==> config.mk <==
export PLATFORM = sky130hd
export DESIGN_NAME = ttcg_seq
export DESIGN_NICKNAME = d
export VERILOG_FILES = /design/src/hw/rtl/assert_macros.svh /design/src/hw/rtl/ttcg_pkg.sv /design/src/hw/rtl/ttcg_seq.sv
export SDC_FILE = /design/constraint.sdc
export NUM_CORES = 1
export LEC_CHECK = 0
export ABC_AREA = 1
export BUFFER_PORTS_ARGS = -buffer_cell sky130_fd_sc_hd__buf_2
export CAP_MARGIN = 20
export CORE_ASPECT_RATIO = 1.75
export CORE_MARGIN = 1.5
export CORE_UTILIZATION = 49
export DETAILED_ROUTE_END_ITERATION = 10
export PLACE_DENSITY_LB_ADDON = 0.3
export SLEW_MARGIN = 20
export SYNTH_ARGS = -nofsm -noshare
export SYNTH_HDL_FRONTEND = slang
export SYNTH_SLANG_ARGS = --single-unit
==> constraint.sdc <==
create_clock -name clk -period 2.9 [get_ports clk]
set_input_delay 0.145 -clock clk [delete_from_list [all_inputs] [get_ports clk]]
set_output_delay 0.145 -clock clk [all_outputs]
set_load 0.02 [all_outputs]
==> src/hw/rtl/assert_macros.svh <==
// ----------------------------------------------------------------------------
// assertion macros
// shorthand for clocked concurrent checks, disabled while arst_n is low
// ----------------------------------------------------------------------------
`ifndef ASSERT_MACROS_SVH
`define ASSERT_MACROS_SVH

// same-cycle implication
`define TTCG_ASSERT_SAME(label, ante, cons, msg) \
	label: assert property (@(posedge clk) disable iff (!arst_n) (ante) |-> (cons)) \
		else $error(msg);

// next-cycle implication
`define TTCG_ASSERT_NEXT(label, ante, cons, msg) \
	label: assert property (@(posedge clk) disable iff (!arst_n) (ante) |=> (cons)) \
		else $error(msg);

`endif

==> src/hw/rtl/ttcg_pkg.sv <==
// ----------------------------------------------------------------------------
// ttcg_pkg
// shared types and constants of the text terminal cell grid
// ----------------------------------------------------------------------------
package ttcg_pkg;

	// field widths
	localparam int KIND_W      = 2;
	localparam int CHAR_W      = 8;
	localparam int RROW_W      = 6;
	localparam int RCOL_W      = 7;
	localparam int OROW_W      = 6;
	localparam int OCOL_W      = 7;
	localparam int CUR_COL_W   = 8;
	localparam int CFG_INDEX_W = 2;
	localparam int CFG_DATA_W  = 8;
	localparam int COLS_REG_W  = 8;
	localparam int ROWS_REG_W  = 7;

	// stream widths
	localparam int S_TDATA_W = 24;
	localparam int S_TUSER_W = 2;
	localparam int M_TDATA_W = 48;

	// compare width, covers field values and area sizes up to 256
	localparam int CMP_W = 9;

	// default grid limits and register reset values
	localparam int DEF_MAX_COLUMNS = 128;
	localparam int DEF_MAX_ROWS    = 64;
	localparam int COLS_RESET      = 80;
	localparam int ROWS_RESET      = 25;

	// characters
	localparam logic [CHAR_W-1:0] CHAR_NEWLINE = 8'h0A;
	localparam logic [CHAR_W-1:0] CHAR_SPACE   = 8'h20;

	// register indexes
	localparam logic [CFG_INDEX_W-1:0] CFG_COLUMNS = 2'd0;
	localparam logic [CFG_INDEX_W-1:0] CFG_ROWS    = 2'd1;

	// request kinds
	typedef enum logic [KIND_W-1:0] {
		KIND_PUT       = 2'd0,
		KIND_BACKSPACE = 2'd1,
		KIND_READ      = 2'd2,
		KIND_NONE      = 2'd3
	} kind_t;

	// sequencer states
	typedef enum logic [2:0] {
		ST_CLEAR,
		ST_IDLE,
		ST_COPY,
		ST_BLANK,
		ST_WRITE,
		ST_READ,
		ST_READ_WAIT,
		ST_DONE
	} state_t;

	// memory operation for the store
	typedef struct packed {
		logic rd_en;
		logic wr_en;
		logic wr_from_ram;
	} mem_op_t;

	// sequencer status
	typedef struct packed {
		logic idle;
		logic done;
	} seq_status_t;

	// one result
	typedef struct packed {
		logic                 cell_written;
		logic [OROW_W-1:0]    write_row;
		logic [OCOL_W-1:0]    write_column;
		logic [CHAR_W-1:0]    written_char;
		logic                 scrolled;
		logic [OROW_W-1:0]    cursor_row_now;
		logic [CUR_COL_W-1:0] cursor_column_now;
		logic [CHAR_W-1:0]    read_char;
	} result_t;

endpackage

==> src/hw/rtl/ttcg_seq.sv <==
// ----------------------------------------------------------------------------
// ttcg_seq
// sequencer: cursor, area registers, clear and scroll sweeps, request steps
// ----------------------------------------------------------------------------
module ttcg_seq #(
	parameter int MAX_COLUMNS = 128,
	parameter int MAX_ROWS    = 64,
	parameter int ADDR_W      = 13
) (
	input  logic                              clk,
	input  logic                              arst_n,
	input  logic                              item_valid,
	input  ttcg_pkg::kind_t                   item_kind,
	input  logic [ttcg_pkg::CHAR_W-1:0]       item_char,
	input  logic [ttcg_pkg::RROW_W-1:0]       item_row,
	input  logic [ttcg_pkg::RCOL_W-1:0]       item_col,
	input  logic                              cfg_valid,
	input  logic [ttcg_pkg::CFG_INDEX_W-1:0]  cfg_index,
	input  logic [ttcg_pkg::CFG_DATA_W-1:0]   cfg_data,
	input  logic                              out_free,
	output ttcg_pkg::seq_status_t             status,
	output ttcg_pkg::result_t                 result,
	output ttcg_pkg::mem_op_t                 mem_op,
	output logic [ADDR_W-1:0]                 rd_addr,
	output logic [ADDR_W-1:0]                 wr_addr,
	output logic [ttcg_pkg::CHAR_W-1:0]       wr_char,
	input  logic [ttcg_pkg::CHAR_W-1:0]       rd_data
);
	import ttcg_pkg::*;

	localparam int CW  = (MAX_COLUMNS > 1) ? $clog2(MAX_COLUMNS) : 1;
	localparam int RW  = (MAX_ROWS > 1) ? $clog2(MAX_ROWS) : 1;
	localparam int CCW = $clog2(MAX_COLUMNS + 1);
	localparam int RCW = $clog2(MAX_ROWS + 1);
	localparam int COLS_INIT = (MAX_COLUMNS < COLS_RESET) ? MAX_COLUMNS : COLS_RESET;
	localparam int ROWS_INIT = (MAX_ROWS < ROWS_RESET) ? MAX_ROWS : ROWS_RESET;

	state_t            state_q, state_d;
	logic [RW-1:0]     cur_row_q;
	logic [CCW-1:0]    cur_col_q;
	logic [CCW-1:0]    cols_q;
	logic [RCW-1:0]    rows_q;
	logic [RW-1:0]     sr_q;
	logic [CW-1:0]     sc_q;
	logic [ADDR_W-1:0] clr_q;
	kind_t             kind_q;
	logic [CHAR_W-1:0] char_q;
	logic [RROW_W-1:0] rrow_q;
	logic [RCOL_W-1:0] rcol_q;
	logic              put_q;
	logic              res_written_q;
	logic [OROW_W-1:0] res_wrow_q;
	logic [OCOL_W-1:0] res_wcol_q;
	logic [CHAR_W-1:0] res_wchar_q;
	logic              res_scrolled_q;
	logic [CHAR_W-1:0] res_rchar_q;

	logic              newline_in;
	logic              wrap;
	logic [RCW-1:0]    row_next;
	logic              need_scroll;
	logic              in_area;
	logic              col_last;
	logic              row_last;
	logic              clr_last;
	logic [CHAR_W-1:0] wchar;
	logic [CCW-1:0]    cfg_cols;
	logic [RCW-1:0]    cfg_rows;
	logic [CCW-1:0]    fit_cols;
	logic [RCW-1:0]    fit_rows;
	logic              cfg_hit;

	// request decode terms
	assign newline_in  = (item_char == CHAR_NEWLINE);
	assign wrap        = (cur_col_q >= cols_q);
	assign row_next    = RCW'(cur_row_q) + RCW'(1);
	assign need_scroll = (row_next >= rows_q);
	assign in_area     = (CMP_W'(item_row) < CMP_W'(rows_q))
		&& (CMP_W'(item_col) < CMP_W'(cols_q));
	assign col_last    = (CCW'(sc_q) == cols_q - CCW'(1));
	assign row_last    = (RCW'(sr_q) == rows_q - RCW'(1));
	assign clr_last    = &clr_q;
	assign wchar       = (kind_q == KIND_PUT) ? char_q : CHAR_SPACE;

	// register writes, zero counts as one and large values saturate; rows use only cfg_data[6:0]
	always_comb begin
		if (cfg_data == '0) begin
			cfg_cols = CCW'(1);
		end else if (CMP_W'(cfg_data) > CMP_W'(MAX_COLUMNS)) begin
			cfg_cols = CCW'(MAX_COLUMNS);
		end else begin
			cfg_cols = CCW'(cfg_data);
		end
		if (cfg_data[ROWS_REG_W-1:0] == '0) begin
			cfg_rows = RCW'(1);
		end else if (CMP_W'(cfg_data[ROWS_REG_W-1:0]) > CMP_W'(MAX_ROWS)) begin
			cfg_rows = RCW'(MAX_ROWS);
		end else begin
			cfg_rows = RCW'(cfg_data[ROWS_REG_W-1:0]);
		end
		cfg_hit  = cfg_valid && ((cfg_index == CFG_COLUMNS) || (cfg_index == CFG_ROWS));
		fit_cols = (cfg_index == CFG_COLUMNS) ? cfg_cols : cols_q;
		fit_rows = (cfg_index == CFG_ROWS) ? cfg_rows : rows_q;
	end

	// state register
	always_ff @(posedge clk or negedge arst_n) begin
		if (!arst_n) begin
			state_q <= ST_CLEAR;
		end else begin
			state_q <= state_d;
		end
	end

	// next state and memory operations
	always_comb begin
		state_d            = state_q;
		mem_op             = '0;
		status             = '0;
		rd_addr            = {RW'(rrow_q), CW'(rcol_q)};
		wr_addr            = '0;
		wr_char            = CHAR_SPACE;
		unique case (state_q)
			ST_CLEAR: begin
				mem_op.wr_en = 1'b1;
				wr_addr      = clr_q;
				if (clr_last) begin
					state_d = ST_IDLE;
				end
			end
			ST_IDLE: begin
				status.idle = 1'b1;
				if (item_valid) begin
					unique case (item_kind)
						KIND_PUT: begin
							if ((newline_in || wrap) && need_scroll) begin
								state_d = (rows_q == RCW'(1)) ? ST_BLANK : ST_COPY;
							end else if (newline_in) begin
								state_d = ST_DONE;
							end else begin
								state_d = ST_WRITE;
							end
						end
						KIND_BACKSPACE: begin
							state_d = (cur_col_q != '0) ? ST_WRITE : ST_DONE;
						end
						KIND_READ: begin
							state_d = in_area ? ST_READ : ST_DONE;
						end
						KIND_NONE: begin
							state_d = ST_DONE;
						end
					endcase
				end
			end
			ST_COPY: begin
				mem_op.rd_en       = 1'b1;
				mem_op.wr_en       = 1'b1;
				mem_op.wr_from_ram = 1'b1;
				rd_addr            = {sr_q, sc_q};
				wr_addr            = {RW'(sr_q - RW'(1)), sc_q};
				if (col_last && row_last) begin
					state_d = ST_BLANK;
				end
			end
			ST_BLANK: begin
				mem_op.wr_en = 1'b1;
				wr_addr      = {sr_q, sc_q};
				if (col_last) begin
					state_d = put_q ? ST_WRITE : ST_DONE;
				end
			end
			ST_WRITE: begin
				mem_op.wr_en = 1'b1;
				wr_addr      = {cur_row_q, CW'(cur_col_q)};
				wr_char      = wchar;
				state_d      = ST_DONE;
			end
			ST_READ: begin
				mem_op.rd_en = 1'b1;
				state_d      = ST_READ_WAIT;
			end
			ST_READ_WAIT: begin
				state_d = ST_DONE;
			end
			ST_DONE: begin
				status.done = out_free;
				if (out_free) begin
					state_d = ST_IDLE;
				end
			end
		endcase
	end

	// cursor, area, sweep counters and result fields
	always_ff @(posedge clk or negedge arst_n) begin
		if (!arst_n) begin
			cur_row_q      <= '0;
			cur_col_q      <= '0;
			cols_q         <= CCW'(COLS_INIT);
			rows_q         <= RCW'(ROWS_INIT);
			sr_q           <= '0;
			sc_q           <= '0;
			clr_q          <= '0;
			kind_q         <= KIND_NONE;
			char_q         <= '0;
			rrow_q         <= '0;
			rcol_q         <= '0;
			put_q          <= 1'b0;
			res_written_q  <= 1'b0;
			res_wrow_q     <= '0;
			res_wcol_q     <= '0;
			res_wchar_q    <= '0;
			res_scrolled_q <= 1'b0;
			res_rchar_q    <= '0;
		end else begin
			case (state_q)
				ST_CLEAR: begin
					clr_q <= clr_q + ADDR_W'(1);
				end
				ST_IDLE: begin
					if (item_valid) begin
						kind_q         <= item_kind;
						char_q         <= item_char;
						rrow_q         <= item_row;
						rcol_q         <= item_col;
						put_q          <= !newline_in;
						res_written_q  <= 1'b0;
						res_wrow_q     <= '0;
						res_wcol_q     <= '0;
						res_wchar_q    <= '0;
						res_scrolled_q <= 1'b0;
						res_rchar_q    <= '0;
						case (item_kind)
							KIND_PUT: begin
								if (newline_in || wrap) begin
									cur_col_q <= '0;
									if (need_scroll) begin
										res_scrolled_q <= 1'b1;
										cur_row_q      <= RW'(rows_q - RCW'(1));
										sr_q           <= (rows_q == RCW'(1)) ? '0 : RW'(1);
										sc_q           <= '0;
									end else begin
										cur_row_q <= RW'(row_next);
									end
								end
							end
							KIND_BACKSPACE: begin
								if (cur_col_q != '0) begin
									cur_col_q <= cur_col_q - CCW'(1);
								end
							end
							KIND_READ: begin
								if (!in_area) begin
									res_rchar_q <= CHAR_SPACE;
								end
							end
							default: begin
							end
						endcase
					end
				end
				ST_COPY: begin
					if (col_last) begin
						sc_q <= '0;
						if (!row_last) begin
							sr_q <= sr_q + RW'(1);
						end
					end else begin
						sc_q <= sc_q + CW'(1);
					end
				end
				ST_BLANK: begin
					sc_q <= sc_q + CW'(1);
				end
				ST_WRITE: begin
					res_written_q <= 1'b1;
					res_wrow_q    <= OROW_W'(cur_row_q);
					res_wcol_q    <= OCOL_W'(cur_col_q);
					res_wchar_q   <= wchar;
					if (kind_q == KIND_PUT) begin
						cur_col_q <= cur_col_q + CCW'(1);
					end
				end
				ST_READ_WAIT: begin
					res_rchar_q <= rd_data;
				end
				default: begin
				end
			endcase

			// register write, cursor pulled back into the area
			if (cfg_hit) begin
				cols_q <= fit_cols;
				rows_q <= fit_rows;
				if (RCW'(cur_row_q) >= fit_rows) begin
					cur_row_q <= RW'(fit_rows - RCW'(1));
				end
				if (cur_col_q > fit_cols) begin
					cur_col_q <= fit_cols;
				end
			end
		end
	end

	// result fields
	always_comb begin
		result.cell_written      = res_written_q;
		result.write_row         = res_wrow_q;
		result.write_column      = res_wcol_q;
		result.written_char      = res_wchar_q;
		result.scrolled          = res_scrolled_q;
		result.cursor_row_now    = OROW_W'(cur_row_q);
		result.cursor_column_now = CUR_COL_W'(cur_col_q);
		result.read_char         = res_rchar_q;
	end

endmodule

==> flow_summary.toml <==
[outcome]
status = "finished, final reports clean"

[global_route]
gr-total-overflow = 0
grt_pass1_vias = 8275
antenna_found_initial = 0
track_usage = 0.310
grt_pass1_wl_um = 41700
grt_max_degree = 57

[sta]
period_share = 0.967
maxSlewHeadroom = 0.491
hold_ws_ns = 0.0360
max_freq_ghz = 0.357
slew_viol_final = 0
worst_pin_slew_ns = 0.763
setup_viol = 0
period_minus_slack_ns = 2.80
fin_skew_ns = 0.0101
setup-tns-final_ns = 0
hold_violations = 0

[drt]
routed_wl_um = 26300
antenna_left = 0
drtPass1Iterations = 5
via_per_inst = 5.48
drc = 0
vias = 8624
avgRoutedWirePerCell_um = 16.7
drt_iter0_markers = 510

[worst_setup_path]
cp_max_fo = 25
cp.required_ns = 2.76
cp-start-kind = "flip-flop"
slowest_delay_ns = 0.49
critPathArrivalTime_ns = 2.66
critPathCaptureType = "output pin"
criticalPathCategory = "reg2out"
cp_slowest_cell = "dfrtp_1"
cp_cell_sequence = "nor2_1 > inv_1 > nor2_4 > inv_2 > buf_4 > nor3_1 > buf_2"
reg2regPathDepth = 14

[power_and_ir_drop]
finalPower_mw = 10.4
peakVddDrop_mv = 0.476
clkPwrFrac = 0.187
p_sw_mw = 5.20
p_sw_frac = 0.500
leakage_nw = 5.29
p_per_area_nw_per_um2 = 1030
p_comb_frac = 0.558
pwr-share-seq = 0.256
p_int_mw = 5.20

[synth]
ys.warnings.count = 0
async_flop_share = 1.00
ys_seq_area_frac = 0.348
synthesis.area_um2 = 8150
synth-edff-count = 0
ys_ff_latch = 113
synth_cells = 1152
ys.flop_type = "dfrtp_1"
synth_cell_types = 49
syn_nets = 1249
synth_area_per_cell_um2 = 7.08

[finish]
fillers = 1533
stdcell_count = 1573
layout.nets = 1433
syn_to_final_growth_pct = 23.5
diodes = 0
drive_gt1_frac = 0.192
final_util = 0.615

[die]
dieArea_um2 = 17500
dieWidth_um = 101
die_h_um = 174
io_pins = 130
start_util = 0.498
coreArea_um2 = 16400
placementRows = 62

[placed_design]
io_buffers = 129
gp_congestion = 0.971
place_inst = 1512
hpwl_um = 20300

[clocking]
post_cts_buffers = 0
cts_buffers = 17
cts-root-buf = "clkbuf_16"
cts.sinks = 113
cts_max_path_buffers = 2
cts_tree = "yes"
h-tree-depth = 4
clock_latency_ns = 0.44
path_clk_slew_ns = 0.05

[hold_path]
min_path_cells = 4
hold_class = "in2reg"

[flow_run]
maxCapViolCount = 0
[metal layers]
metal | track usage | wire length, um
met2 | 0.533 | 13200
met3 | 0.0435 | 1400
met4 | 0.181 | 1470
met1 | 0.360 | 10300
met5 | 0 | 0
[final timing paths]
kind / startpoint / endpoint / slack (ns)
worst max-delay path: state_q[0] / wr_char[2] / 0.1
worst min-delay path: out_free / state_q[2] / 0.04
worst max register to register: cur_row_q[4] / sr_q[2] / 0.21
worst min register to register: res_written_q / res_written_q / 0.46
max in group asynchronous: arst_n / kind_q[0] / 1.69
min in group asynchronous: arst_n / cur_col_q[6] / 0.32
[critical path, delay by kind of cell (launching register included)]
kind	cells	cell delay (ns)
AND/OR/NAND/NOR	3	0.80
buffers and inverters	4	0.94
flip-flops	1	0.49
[registers in the layout, indices dropped and copies added, names as in the netlist]
name / count
clr_q: 13
char_q: 8
cols_q: 8
cur_col_q: 8
res_rchar_q: 8
res_wchar_q: 8
rcol_q: 7
res_wcol_q: 7
rows_q: 7
sc_q: 7
cur_row_q: 6
res_wrow_q: 6
rrow_q: 6
sr_q: 6
state_q: 3
kind_q: 2
put_q: 1
res_scrolled_q: 1
res_written_q: 1
[cell usage after synthesis, drive strengths merged (13+ instances only)]
cell | count | area share
clkbuf | 13 | 0.0061
nor3 | 19 | 0.013
nand2 | 326 | 0.15
a21oi | 44 | 0.028
o21ai | 99 | 0.061
dfrtp | 106 | 0.33
ha | 51 | 0.078
xor2 | 26 | 0.028
nor2 | 109 | 0.056
buf | 19 | 0.014
nand4 | 28 | 0.024
nand3 | 98 | 0.062
inv | 144 | 0.067
[kinds of logic (layout without fill, tap and decap cells)]
group | after synthesis | after routing | synth area share
buffers and inverters | 179 | 376 | 0.0886
flip-flops | 113 | 113 | 0.348
AO/OA/AOI/OAI | 190 | 190 | 0.136
AND/OR/NAND/NOR | 587 | 587 | 0.315
adder cells (fa/ha/maj) | 51 | 51 | 0.0783
XOR/XNOR | 32 | 32 | 0.0344
[metrics by stage]
| stage | instance area, um^2 | worst slack (ns) |
|---|---|---|
| 3_3_place_gp | 9210 | 0.162 |
| 4_1_cts | 10000 | 0.0704 |
| 2_1_floorplan | 8150 | 0.467 |
| 3_5_place_dp | 9210 | 0.0969 |
| 6_report | 10100 | 0.0968 |
| 5_1_grt | 10100 | -0.0132 |
[cell type report]
class	instances	area [um^2]	share of cell area
clock buffer	17	425	0.0422
clock inverter	15	114	0.0113
inverter	147	557	0.0553
multi-input combinational	860	4620	0.459
sequential	113	2840	0.282
tap	224	280	0.0278
timing repair buffer	197	1230	0.122
[power groups by stage]
stage | sequential [mW] | clock [mW] | combinational [mW]
floorplan | 2.88 | 0 | 3.61
global placement | 2.65 | 0 | 5.57
detailed placement | 2.67 | 0 | 5.65
CTS | 2.64 | 1.94 | 5.71
global route | 2.73 | 2.00 | 6.41
finish | 2.66 | 1.94 | 5.79
[timing repair]
action	in CTS	in global routing
hold buffers	29	0
hold endpoints to repair	76	0
setup endpoints to repair	0	8
resized for setup	0	6
[placed cells by master (no fill, tap or decap), drive strengths merged]
cell	count
nor3	19
a22o	8
clkbuf	17
o22ai	5
a31o	8
o31ai	2
xnor2	6
nand2	326
nand3	98
a31oi	3
o311ai	1
xor2	26
nand4	28
dfrtp	106
o211ai	8
nand3b	5
dfstp	7
o221ai	6
o21ai	99
nor2	109
or2	1
ha	51
buf	168
clkinvlp	5
o21bai	1
nor3b	1
clkinv	10
dlygate4sd3	29
inv	147
a21boi	2
a21oi	44
o2111ai	3
Note: power is estimated with default switching activity, not from simulation.
